## config.mk

```make
export PLATFORM = sky130hd
export DESIGN_NAME = lowest_free_id_allocator
export DESIGN_NICKNAME = d
export VERILOG_FILES = /design/src/design/lfia_pkg.sv /design/src/design/lfia_ram.sv /design/src/design/lfia_datapath.sv /design/src/design/lfia_ctrl.sv /design/src/design/lowest_free_id_allocator.sv
export VERILOG_INCLUDE_DIRS = /design/src /design/src/design
export SDC_FILE = /design/constraint.sdc
export NUM_CORES = 1
export LEC_CHECK = 0
export ABC_AREA = 1
export BUFFER_PORTS_ARGS = -buffer_cell sky130_fd_sc_hd__clkbuf_2
export CAP_MARGIN = 20
export CORE_MARGIN = 1
export CORE_UTILIZATION = 30
export DETAILED_ROUTE_END_ITERATION = 7
export PLACE_DENSITY = 0.56
export SKIP_CTS_REPAIR_TIMING = 1
export SLEW_MARGIN = 20
export SYNTH_ARGS = -nofsm -noshare
export SYNTH_HDL_FRONTEND = slang
export SYNTH_SLANG_ARGS = --single-unit
```

## constraint.sdc

```tcl
create_clock -name clk_i -period 10.3 [get_ports clk_i]
set_input_delay 1.03 -clock clk_i [delete_from_list [all_inputs] [get_ports clk_i]]
set_output_delay 1.03 -clock clk_i [all_outputs]
set_load 0.02 [all_outputs]
```

## src/design/lowest_free_id_allocator_macros.svh

```systemverilog
// ----------------------------------------------------------------------------
// Lowest free ID allocator assertion macros
// Concurrent assertion wrappers that vanish in synthesis builds.
// ----------------------------------------------------------------------------
`ifndef LOWEST_FREE_ID_ALLOCATOR_MACROS_SVH
`define LOWEST_FREE_ID_ALLOCATOR_MACROS_SVH
`ifndef SYNTHESIS
// Property must hold at every clock edge outside reset.
`define LFIA_ASSERT(lbl, clk, rstn, prop, msg) \
  lbl: assert property (@(posedge clk) disable iff (!(rstn)) (prop)) else $error(msg);
// Condition must never be true outside reset.
`define LFIA_NEVER(lbl, clk, rstn, cond, msg) \
  lbl: assert property (@(posedge clk) disable iff (!(rstn)) !(cond)) else $error(msg);
`else
`define LFIA_ASSERT(lbl, clk, rstn, prop, msg)
`define LFIA_NEVER(lbl, clk, rstn, cond, msg)
`endif
`endif

```

## src/design/lfia_pkg.sv

```systemverilog
// ----------------------------------------------------------------------------
// Lowest free ID allocator package
// Shared codes, widths and controller/datapath interface types.
// ----------------------------------------------------------------------------
`timescale 1ns / 1ps

package lfia_pkg;

  // One bitmap row holds this many IDs; the bit index is the granted ID field.
  localparam int unsigned ROW_W  = 64;
  localparam int unsigned BIT_AW = 6;
  localparam int unsigned STAT_W = 2;

  typedef enum logic {
    OP_ALLOCATE = 1'b0,
    OP_RELEASE  = 1'b1
  } opcode_e;

  typedef enum logic [STAT_W-1:0] {
    STATUS_OK       = 2'd0,
    STATUS_NOT_HELD = 2'd1,
    STATUS_FULL     = 2'd2
  } status_e;

  // Commands from the controller to the datapath.
  typedef struct packed {
    logic accept;
    logic commit;
  } cmd_t;

  // Status from the datapath to the controller.
  typedef struct packed {
    logic out_free;
  } stat_t;

endpackage

```

## src/design/lfia_ram.sv

```systemverilog
// ----------------------------------------------------------------------------
// Generic RAM
// One write port and one read port with registered read data.
// ----------------------------------------------------------------------------
`timescale 1ns / 1ps

module lfia_ram #(
  parameter int unsigned WIDTH = 64,
  parameter int unsigned DEPTH = 1,
  parameter int unsigned AW    = (DEPTH > 1) ? $clog2(DEPTH) : 1
) (
  input  logic             clk_i,
  input  logic             we_i,
  input  logic [AW-1:0]    waddr_i,
  input  logic [WIDTH-1:0] wdata_i,
  input  logic             re_i,
  input  logic [AW-1:0]    raddr_i,
  output logic [WIDTH-1:0] rdata_o
);

  logic [WIDTH-1:0] mem_q [DEPTH];
  logic [WIDTH-1:0] rdata_q;

  always_ff @(posedge clk_i) begin
    if (we_i) begin
      mem_q[waddr_i] <= wdata_i;
    end
    if (re_i) begin
      rdata_q <= mem_q[raddr_i];
    end
  end

  assign rdata_o = rdata_q;

endmodule

```

## src/design/lfia_datapath.sv

```systemverilog
// ----------------------------------------------------------------------------
// Lowest free ID allocator datapath
// Bitmap rows in RAM, per-row full and valid flags, and the result register.
// ----------------------------------------------------------------------------
`timescale 1ns / 1ps
`include "lowest_free_id_allocator_macros.svh"

module lfia_datapath #(
  parameter int unsigned ID_COUNT = 64
) (
  input  logic                         clk_i,
  input  logic                         rst_ni,
  input  lfia_pkg::cmd_t               cmd_i,
  output lfia_pkg::stat_t              stat_o,
  input  logic                         opcode_i,
  input  logic [lfia_pkg::BIT_AW-1:0]  release_id_i,
  input  logic                         out_ready_i,
  output logic                         out_valid_o,
  output logic [lfia_pkg::BIT_AW-1:0]  granted_id_o,
  output logic [lfia_pkg::STAT_W-1:0]  status_o
);

  localparam int unsigned ROWS   = (ID_COUNT + lfia_pkg::ROW_W - 1) / lfia_pkg::ROW_W;
  localparam int unsigned ROW_AW = (ROWS > 1) ? $clog2(ROWS) : 1;
  localparam int unsigned RW     = lfia_pkg::ROW_W;
  localparam int unsigned BW     = lfia_pkg::BIT_AW;

  logic [ROWS-1:0]   row_full_q, row_vld_q;
  logic              op_q;
  logic [BW-1:0]     rid_q;
  logic [ROW_AW-1:0] row_q;
  logic              pool_full_q;

  logic              out_valid_q;
  logic [BW-1:0]     granted_q;
  logic [lfia_pkg::STAT_W-1:0] status_q;

  logic [ROW_AW-1:0] free_row, sel_row;
  logic              any_row;
  logic [RW-1:0]     rdata, held_raw, pad, held_eff, alloc_bit, rel_bit, wdata;
  logic [BW-1:0]     free_bit;
  logic              in_pool, rel_hit, is_alloc, we;
  lfia_pkg::status_e res_status;
  logic [BW-1:0]     res_id;

  // Lowest row that still has a free ID.
  always_comb begin
    free_row = '0;
    any_row  = 1'b0;
    for (int r = ROWS - 1; r >= 0; r--) begin
      if (!row_full_q[r]) begin
        free_row = ROW_AW'(r);
        any_row  = 1'b1;
      end
    end
  end

  // Releases can only name IDs below 64, which all live in row zero.
  assign sel_row = (opcode_i == lfia_pkg::OP_RELEASE) ? '0 : free_row;

  lfia_ram #(
    .WIDTH (RW),
    .DEPTH (ROWS),
    .AW    (ROW_AW)
  ) u_bitmap (
    .clk_i   (clk_i),
    .we_i    (we),
    .waddr_i (row_q),
    .wdata_i (wdata),
    .re_i    (cmd_i.accept),
    .raddr_i (sel_row),
    .rdata_o (rdata)
  );

  // A row never written reads as all free.
  assign held_raw = row_vld_q[row_q] ? rdata : '0;

  // IDs past the end of the pool count as held for the search.
  always_comb begin
    for (int j = 0; j < RW; j++) begin
      pad[j] = ({row_q, BW'(j)} >= ID_COUNT);
    end
  end
  assign held_eff = held_raw | pad;

  always_comb begin
    free_bit = '0;
    for (int j = RW - 1; j >= 0; j--) begin
      if (!held_eff[j]) begin
        free_bit = BW'(j);
      end
    end
  end

  assign is_alloc  = (op_q == lfia_pkg::OP_ALLOCATE);
  assign alloc_bit = RW'(1) << free_bit;
  assign rel_bit   = RW'(1) << rid_q;
  assign in_pool   = (rid_q < ID_COUNT);
  assign rel_hit   = in_pool && held_raw[rid_q];
  assign we        = cmd_i.commit && (is_alloc ? !pool_full_q : rel_hit);
  assign wdata     = is_alloc ? (held_raw | alloc_bit) : (held_raw & ~rel_bit);

  always_comb begin
    res_id = '0;
    if (is_alloc) begin
      if (pool_full_q) begin
        res_status = lfia_pkg::STATUS_FULL;
      end else begin
        res_status = lfia_pkg::STATUS_OK;
        res_id     = free_bit;
      end
    end else begin
      res_status = rel_hit ? lfia_pkg::STATUS_OK : lfia_pkg::STATUS_NOT_HELD;
    end
  end

  always_ff @(posedge clk_i or negedge rst_ni) begin
    if (!rst_ni) begin
      row_full_q  <= '0;
      row_vld_q   <= '0;
      out_valid_q <= 1'b0;
    end else begin
      if (we) begin
        row_vld_q[row_q]  <= 1'b1;
        row_full_q[row_q] <= is_alloc ? (&(held_eff | alloc_bit)) : 1'b0;
      end
      if (cmd_i.commit) begin
        out_valid_q <= 1'b1;
      end else if (out_ready_i) begin
        out_valid_q <= 1'b0;
      end
    end
  end

  always_ff @(posedge clk_i) begin
    if (cmd_i.accept) begin
      op_q        <= opcode_i;
      rid_q       <= release_id_i;
      row_q       <= sel_row;
      pool_full_q <= !any_row;
    end
    if (cmd_i.commit) begin
      granted_q <= res_id;
      status_q  <= res_status;
    end
  end

  assign stat_o.out_free = !out_valid_q || out_ready_i;
  assign out_valid_o     = out_valid_q;
  assign granted_id_o    = granted_q;
  assign status_o        = status_q;

  `LFIA_ASSERT(a_full_only_when_rows_full, clk_i, rst_ni,
    (cmd_i.commit && is_alloc && pool_full_q) |-> (&row_full_q),
    "pool reported full while a row still has a free ID")
  `LFIA_ASSERT(a_release_frees_row, clk_i, rst_ni,
    (cmd_i.commit && !is_alloc && rel_hit) |=> !row_full_q[0],
    "row still flagged full after a successful release")

endmodule

```

## src/design/lfia_ctrl.sv

```systemverilog
// ----------------------------------------------------------------------------
// Lowest free ID allocator controller
// Sequences each request through bitmap read and update.
// ----------------------------------------------------------------------------
`timescale 1ns / 1ps

module lfia_ctrl (
  input  logic            clk_i,
  input  logic            rst_ni,
  input  logic            in_valid_i,
  output logic            in_ready_o,
  input  lfia_pkg::stat_t stat_i,
  output lfia_pkg::cmd_t  cmd_o
);

  typedef enum logic {
    ST_IDLE,
    ST_EXEC
  } state_e;

  state_e state_q, state_d;

  assign in_ready_o   = (state_q == ST_IDLE);
  assign cmd_o.accept = in_valid_i && in_ready_o;
  assign cmd_o.commit = (state_q == ST_EXEC) && stat_i.out_free;

  always_comb begin
    state_d = state_q;
    unique case (state_q)
      ST_IDLE: begin
        if (cmd_o.accept) begin
          state_d = ST_EXEC;
        end
      end
      ST_EXEC: begin
        if (stat_i.out_free) begin
          state_d = ST_IDLE;
        end
      end
      default: state_d = ST_IDLE;
    endcase
  end

  always_ff @(posedge clk_i or negedge rst_ni) begin
    if (!rst_ni) begin
      state_q <= ST_IDLE;
    end else begin
      state_q <= state_d;
    end
  end

endmodule

```

## src/design/lowest_free_id_allocator.sv

```systemverilog
// ----------------------------------------------------------------------------
// Lowest free ID allocator
// Hands out the lowest free ID of a pool and takes IDs back.
// ----------------------------------------------------------------------------
// Each input word is a request: opcode 0 allocates, opcode 1 releases the ID
// given on release_id. Each request yields exactly one output word carrying
// granted_id and status (ok, released ID not held, or pool full).
// Both channels use a valid/ready handshake.
//
// The held flags live in a RAM of 64-bit rows. Accepting a request also reads
// the row holding the lowest free ID (row zero for a release). In the execute
// state the row is searched, updated and written back, and the result is
// loaded into the output register; this waits while the register still holds
// an unread word. A new request is taken only once the previous one commits;
// the registered bitmap RAM read splits each request into accept and execute.
//
// Reset empties the pool at once: per-row valid and full flags are cleared
// and a row never written reads as all free, so no clearing pass is needed.
// While the receiver stalls, one finished word waits in the output register
// and the next request is still accepted; its update waits until the
// register frees up.
// ----------------------------------------------------------------------------
`timescale 1ns / 1ps
`include "lowest_free_id_allocator_macros.svh"

module lowest_free_id_allocator #(
  parameter int unsigned ID_COUNT = 64
) (
  input  logic                         clk_i,
  input  logic                         rst_ni,
  input  logic                         in_valid_i,
  output logic                         in_ready_o,
  input  logic                         opcode_i,
  input  logic [lfia_pkg::BIT_AW-1:0]  release_id_i,
  output logic                         out_valid_o,
  input  logic                         out_ready_i,
  output logic [lfia_pkg::BIT_AW-1:0]  granted_id_o,
  output logic [lfia_pkg::STAT_W-1:0]  status_o
);

  lfia_pkg::cmd_t  cmd;
  lfia_pkg::stat_t stat;

  // The controller only decides when a word enters and when a result commits.
  lfia_ctrl u_ctrl (
    .clk_i      (clk_i),
    .rst_ni     (rst_ni),
    .in_valid_i (in_valid_i),
    .in_ready_o (in_ready_o),
    .stat_i     (stat),
    .cmd_o      (cmd)
  );

  // The datapath owns the bitmap, the search and the output register.
  lfia_datapath #(
    .ID_COUNT (ID_COUNT)
  ) u_datapath (
    .clk_i        (clk_i),
    .rst_ni       (rst_ni),
    .cmd_i        (cmd),
    .stat_o       (stat),
    .opcode_i     (opcode_i),
    .release_id_i (release_id_i),
    .out_ready_i  (out_ready_i),
    .out_valid_o  (out_valid_o),
    .granted_id_o (granted_id_o),
    .status_o     (status_o)
  );

  // A request in flight blocks the next one until its result commits.
  `LFIA_ASSERT(a_one_in_flight, clk_i, rst_ni,
    (in_valid_i && in_ready_o) |=> !in_ready_o,
    "second request accepted while one is in flight")
  // Only a successful allocate may carry a nonzero ID.
  `LFIA_NEVER(a_id_only_on_ok, clk_i, rst_ni,
    out_valid_o && (granted_id_o != '0) && (status_o != lfia_pkg::STATUS_OK),
    "nonzero granted ID with an error status")

endmodule
```

==> results.py, run 1 <==
metrics = {
    "run_status": {
        "status": "completed",
    },
    "setup_path": {
        "max_stage_delay_ns": 1.19,
        "critPathLaunchType": "flop",
        "worst-path-max-fanout": 34,
        "crit_buf_inv": 2,
        "required_ns": 10.68,
        "path_common_cell": "nand2_1",
        "arrival_ns": 6.31,
        "end_kind": "flop",
        "path_class": "reg -> reg",
        "cp_top_family": "simple AND/OR/NAND/NOR gates",
        "crit_chain": "nand2_1 -> inv_1 -> nand3_1 -> nor4_1 -> nand2_1 -> a21oi_4 -> clkinv_1 -> nor3_1 -> nand2_1 -> nand2_1 -> nand2_1 -> nor2_1 -> nand2_1 -> nor2_1 -> nand3_1 -> nand2_1",
        "slowest_stage": "clkinv_1",
    },
    "yosys": {
        "synth_top_cells_by_area": "edfxtp_1, nand2_1, nand3_1",
        "yosys.area.top_type": "edfxtp_1",
        "synth_cell_type_count": 36,
        "syn_nets": 1032,
        "ys_ff_latch": 148,
        "synth-seq-area-share": 0.534,
        "synth_top_area_share": 0.522,
        "synthesis.area_sq_um": 8280,
        "syn_inst": 1021,
        "yosysWarnings": 0,
        "syn_avg_cell_area_sq_um": 8.11,
    },
    "clock_tree": {
        "htreeDepth": 4,
        "clk_root_buffer_cell": "clkbuf_16",
        "cts.sinks": 148,
        "tritoncts": "yes",
        "ctsLongestPathBuffers": 2,
        "path_clk_slew_ns": 0.07,
        "clk_latency_ns": 0.44,
        "numCtsBuffers": 17,
    },
    "sta": {
        "hold_viol": 0,
        "max_slew_margin": 0.258,
        "setup_viol": 0,
        "final.period_utilization": 0.576,
        "rsz0062_at_grt": "false",
        "finClkSkew_ns": 0.0152,
        "period_needed_ns": 5.93,
        "drv_slew": 0,
        "fmax_mhz": 169,
        "tightest_slew_ns": 1.11,
        "setup_tns_ns": 0,
    },
    "global_route": {
        "track_usage": 0.220,
        "grt_pass1_vias": 7273,
        "grt_pass1_wl_mm": 45.8,
        "overflow": 0,
        "grt_max_degree": 73,
        "antenna_found_initial": 0,
    },
    "finish": {
        "fin_nets": 1038,
        "fin_util": 0.348,
        "stdcell_count": 1381,
        "drive_gt1_frac": 0.0875,
        "fin_area_sq_um": 9410,
        "areaGrowthSynthToFinish_pct": 13.6,
        "antennaDiodeCount": 0,
    },
    "floorplan": {
        "core-area_sq_um": 27000,
        "die_h_microns": 168,
        "ios": 21,
        "core.rowCount": 60,
        "die_area_sq_um": 28300,
        "dieWidth_microns": 168,
        "start_util": 0.306,
    },
    "drt": {
        "routedWlPerCell_microns": 21.8,
        "totalWireLength_mm": 30.2,
        "ant_nets": 0,
        "drt_iter0_markers": 967,
        "vias_per_cell": 5.45,
        "vias": 7532,
        "drc": 0,
        "dr.pass1.iters": 6,
    },
    "power_and_ir_drop": {
        "peakVddDrop_mv": 0.0904,
        "p_leak_nw": 3.81,
        "p_per_area_nw_per_um2": 247,
        "total_power_mw": 2.32,
    },
    "hold_path": {
        "worst_hold_path_type": "in -> async",
    },
    "run": {
        "timing.max_cap.violations": 0,
    },
    "placed_design": {
        "hpwlAfterDp_mm": 21.4,
        "place_congestion": 1.00,
        "port_buffers": 20,
        "place_inst": 1349,
        "detailed_place.area_sq_um": 8710,
    },
}
-- metrics by stage --
step,worst slack [ns],hold slack (ns)
after floorplan,2.68,0.400
after global placement,4.38,0.400
after detailed placement,4.59,0.405
after CTS,4.54,0.400
after global routing,3.99,0.402
final,4.37,0.404
-- cell type report --
type / instances / area [sq um]
Fill cell: 2868 / 17600
Sequential cell: 148 / 4430
Multi-Input combinational cell: 741 / 3340
Tap cell: 341 / 427
Clock buffer: 17 / 425
Inverter: 89 / 334
Clock inverter: 15 / 277
Timing Repair Buffer: 30 / 175
-- routing by layer --
layer / routed length, microns / GRT usage
met5: 0 / 0
met4: 969 / 0.0905
met1: 13600 / 0.307
met3: 2440 / 0.0449
met2: 13200 / 0.332
-- final timing paths --
check	cells past startpoint	from	endpoint	slack, ns
worst min register to register	0	u_datapath.u_bitmap.mem_q[0][7]	u_datapath.u_bitmap.rdata_o[7]	0.42
worst max register to register	16	u_datapath.row_vld_q	u_datapath.row_full_q	4.37
worst min-delay path	1	rst_ni	u_ctrl.state_q	0.40
worst max-delay path	16	u_datapath.row_vld_q	u_datapath.row_full_q	4.37
max in group asynchronous	1	rst_ni	u_datapath.row_vld_q	9.73
min in group clk_i	0	u_datapath.u_bitmap.mem_q[0][7]	u_datapath.u_bitmap.rdata_o[7]	0.42
-- placed cells by master, fill, tap and decap left out, types with 3 or more instances in the layout --
cell,count
dfrtp_1,3
o31ai_1,3
a21oi_1,13
o22ai_1,13
nand2_4,3
nor2_1,77
clkinvlp_4,3
clkinv_1,4
clkbuf_2,20
edfxtp_1,144
o21ai_0,77
clkinv_4,3
nor3_1,5
nor2_2,12
buf_4,10
clkbuf_16,17
a211oi_1,3
nand4_1,25
o211ai_1,4
bufinv_16,7
nand3_1,108
inv_1,83
nand2_1,374
nand3_2,3
-- cell usage after synthesis (all sizes together) --
library cell,instances
a21oi,14
dfrtp,4
nand3,111
inv,86
edfxtp,144
nor3,6
buf,13
a2111oi,1
o211ai,4
clkbuf,30
nor2,90
nand2,378
a22oi,1
or2,2
o22ai,13
clkinv,3
a21boi,1
nand4,27
a311oi,1
nor4,2
o31ai,3
a211oi,3
o21ai,77
a31oi,1
o21a,1
o221ai,2
o2111ai,1
a41oi,2
-- logic make-up after synthesis --
logic type / count (synthesis) / synth area share
compound gates: 125 / 0.0847
buf+inv: 132 / 0.0650
flops: 148 / 0.534
simple gates: 616 / 0.316
-- sequential cells by signal, summed over array words and instances, names as in the netlist --
register and flops:
u_datapath.row_full_q 1, u_ctrl.state_q 1, u_datapath.u_bitmap.mem_q 64, u_datapath.op_q 1, u_datapath.status_o 2, u_datapath.u_bitmap.rdata_o 64, u_datapath.rid_q 6, u_datapath.pool_full_q 1
u_datapath.row_vld_q 1, u_datapath.granted_id_o 6, u_datapath.out_valid_o 1
-- power by group --
| group | internal [mW] | total [mW] | leakage (nW) | switching [mW] |
|---|---|---|---|---|
| clock | 0.481 | 0.744 | 0.330 | 0.263 |
| combinational | 0.146 | 0.601 | 2.10 | 0.455 |
| sequential | 0.888 | 0.978 | 1.38 | 0.0898 |
No activity file was read; power rests on OpenSTA's default activity.
==> run 2: changes to the inputs <==
==> constraint.sdc (replaced) <==
create_clock -name clk_i -period 5.9 [get_ports clk_i]
set_input_delay 0.59 -clock clk_i [delete_from_list [all_inputs] [get_ports clk_i]]
set_output_delay 0.59 -clock clk_i [all_outputs]
set_load 0.02 [all_outputs]
==> results.py, run 2 (synthesized netlist as in run 1, its figures left out) <==
metrics = {
    "clock_tree": {
        "tritoncts": "yes",
        "path_clk_slew_ns": 0.07,
        "htreeDepth": 4,
        "cts.sinks": 148,
        "clk_root_buffer_cell": "clkbuf_16",
        "ctsLongestPathBuffers": 2,
        "clk_latency_ns": 0.44,
        "numCtsBuffers": 17,
    },
    "floorplan": {
        "die_area_sq_um": 28300,
        "core-area_sq_um": 27000,
        "dieWidth_microns": 168,
        "die_h_microns": 168,
        "start_util": 0.306,
        "core.rowCount": 60,
        "ios": 21,
    },
    "setup_path": {
        "crit_end": "u_datapath.row_full_q",
        "path_common_cell": "nand2_1",
        "timing.rr.end": "u_datapath.row_full_q",
        "cp-startpoint": "u_datapath.u_bitmap.rdata_o[63]",
        "worst-path-max-fanout": 4,
        "critPathLaunchType": "flop",
        "arrival_ns": 5.63,
        "slowest_stage": "edfxtp_1",
        "path_class": "reg -> reg",
        "r2r-start": "u_datapath.u_bitmap.rdata_o[63]",
        "end_kind": "flop",
        "max_stage_delay_ns": 0.39,
        "rrSetupSlack_ns": 0.65,
        "required_ns": 6.28,
        "worstRegToRegCells": 71,
    },
    "hold_path": {
        "worst_hold_path_type": "in -> reg",
    },
    "global_route": {
        "track_usage": 0.209,
        "grt_pass1_vias": 6956,
        "antenna_found_initial": 1,
        "grt_pass1_wl_mm": 43.6,
        "overflow": 0,
        "grt_max_degree": 67,
    },
    "finish": {
        "drive_gt1_frac": 0.0907,
        "fin_area_sq_um": 9390,
        "nFillCells": 2850,
        "areaGrowthSynthToFinish_pct": 13.4,
        "layout_common_cells": "nand2_1, edfxtp_1, nand3_1",
        "mostFrequentLayoutCell": "nand2_1",
        "fin_nets": 1045,
    },
    "drt": {
        "drt_iter0_markers": 1023,
        "vias": 7584,
        "drc": 0,
        "totalWireLength_mm": 29.0,
        "vias_per_cell": 5.46,
        "dr.pass1.iters": 6,
        "routedWlPerCell_microns": 20.9,
        "ant_nets": 0,
    },
    "power_and_ir_drop": {
        "p_seq_frac": 0.442,
        "p_comb_frac": 0.271,
        "p_sw_frac": 0.358,
        "switching_power_mw": 1.38,
        "total_power_mw": 3.86,
        "p_leak_nw": 3.80,
        "internal_power_mw": 2.48,
        "peakVddDrop_mv": 0.166,
        "clockPowerShare": 0.286,
        "p_per_area_nw_per_um2": 411,
    },
    "sta": {
        "tightest_slew_ns": 1.21,
        "finClkSkew_ns": 0.0143,
        "fmax_mhz": 190,
        "drv_slew": 0,
        "max_slew_margin": 0.194,
        "setup_tns_ns": 0,
        "final.period_utilization": 0.890,
        "rsz0062_at_grt": "false",
        "period_needed_ns": 5.25,
        "setup_viol": 0,
        "hold_viol": 0,
    },
    "run": {
        "timing.max_cap.violations": 0,
    },
    "placed_design": {
        "hpwlAfterDp_mm": 21.0,
        "detailed_place.area_sq_um": 8740,
        "port_buffers": 20,
        "place_congestion": 1.04,
    },
    "run_status": {
        "status": "completed",
    },
}
[run 2: cell count changes in the layout (fill, tap and decap cells not counted), moves of 2 or more]
cell	before	now
buf_4	10	15
clkinv_1	4	7
nor2_2	12	10
bufinv_16	7	3
clkinvlp_4	3	1
nor2_4	1	5
nor2_1	77	75
[run 2: worst max-delay path, delay by kind of cell, from the launching register on]
family / cells / cell delay, ns
buffers and inverters: 1 / 0.07
DFF: 1 / 0.39
and+or+nand+nor: 70 / 4.73
[run 2: final cells by class]
| cell class | instances | area [sq um] | area share |
|---|---|---|---|
| flip-flops and latches | 148 | 4430 | 0.471 |
| diodes | 1 | 2.50 | 0.000266 |
| clock inverters | 14 | 161 | 0.0172 |
| multi-input cells | 741 | 3370 | 0.359 |
| inverters | 89 | 334 | 0.0356 |
| clock buffers | 18 | 429 | 0.0457 |
| repair buffers | 37 | 243 | 0.0258 |
| well taps | 341 | 427 | 0.0454 |
[run 2: routing by layer]
layer	GRT usage	share of wire	vias to the layer above
li1	-	-	3489
met1	0.289	0.44	3562
met2	0.307	0.43	456
met3	0.0470	0.091	77
met4	0.102	0.041	0
met5	0	0	-
[run 2: how the worst min path moves through the flow]
stage,start,depth (start not counted),slack [ns],endpoint
global route,release_id_i[4],1,0.32,u_datapath.rid_q[4]
finish,release_id_i[4],1,0.33,u_datapath.rid_q[4]
floorplan,rst_ni,0,0.29,u_ctrl.state_q
CTS,rst_ni,1,-0.03,u_datapath.row_full_q
detailed placement,u_datapath.u_bitmap.mem_q[0][16],0,0.40,u_datapath.u_bitmap.rdata_o[16]
global placement,u_datapath.u_bitmap.mem_q[0][40],0,0.40,u_datapath.u_bitmap.rdata_o[40]
[run 2: power by group through the flow]
stage	Sequential, mW	Clock, mW	Combinational [mW]
6_report	1.71	1.11	1.05
4_1_cts	1.71	1.13	1.02
3_5_place_dp	1.72	0	1.01
2_1_floorplan	1.69	0	0.672
3_3_place_gp	1.72	0	1.02
5_1_grt	1.73	1.17	1.15
[run 2: through the flow]
step | setup WS, ns | utilization | hold WS, ns | cells
global route | 0.0195 | 0.347 | 0.315 | 1388
detailed placement | 0.738 | 0.323 | 0.405 | 1354
finish | 0.650 | 0.347 | 0.330 | 1389
global placement | 0.655 | 0.323 | 0.400 | 1354
floorplan | 0.320 | - | 0.294 | 1021
CTS | 0.694 | 0.345 | -0.0302 | 1386
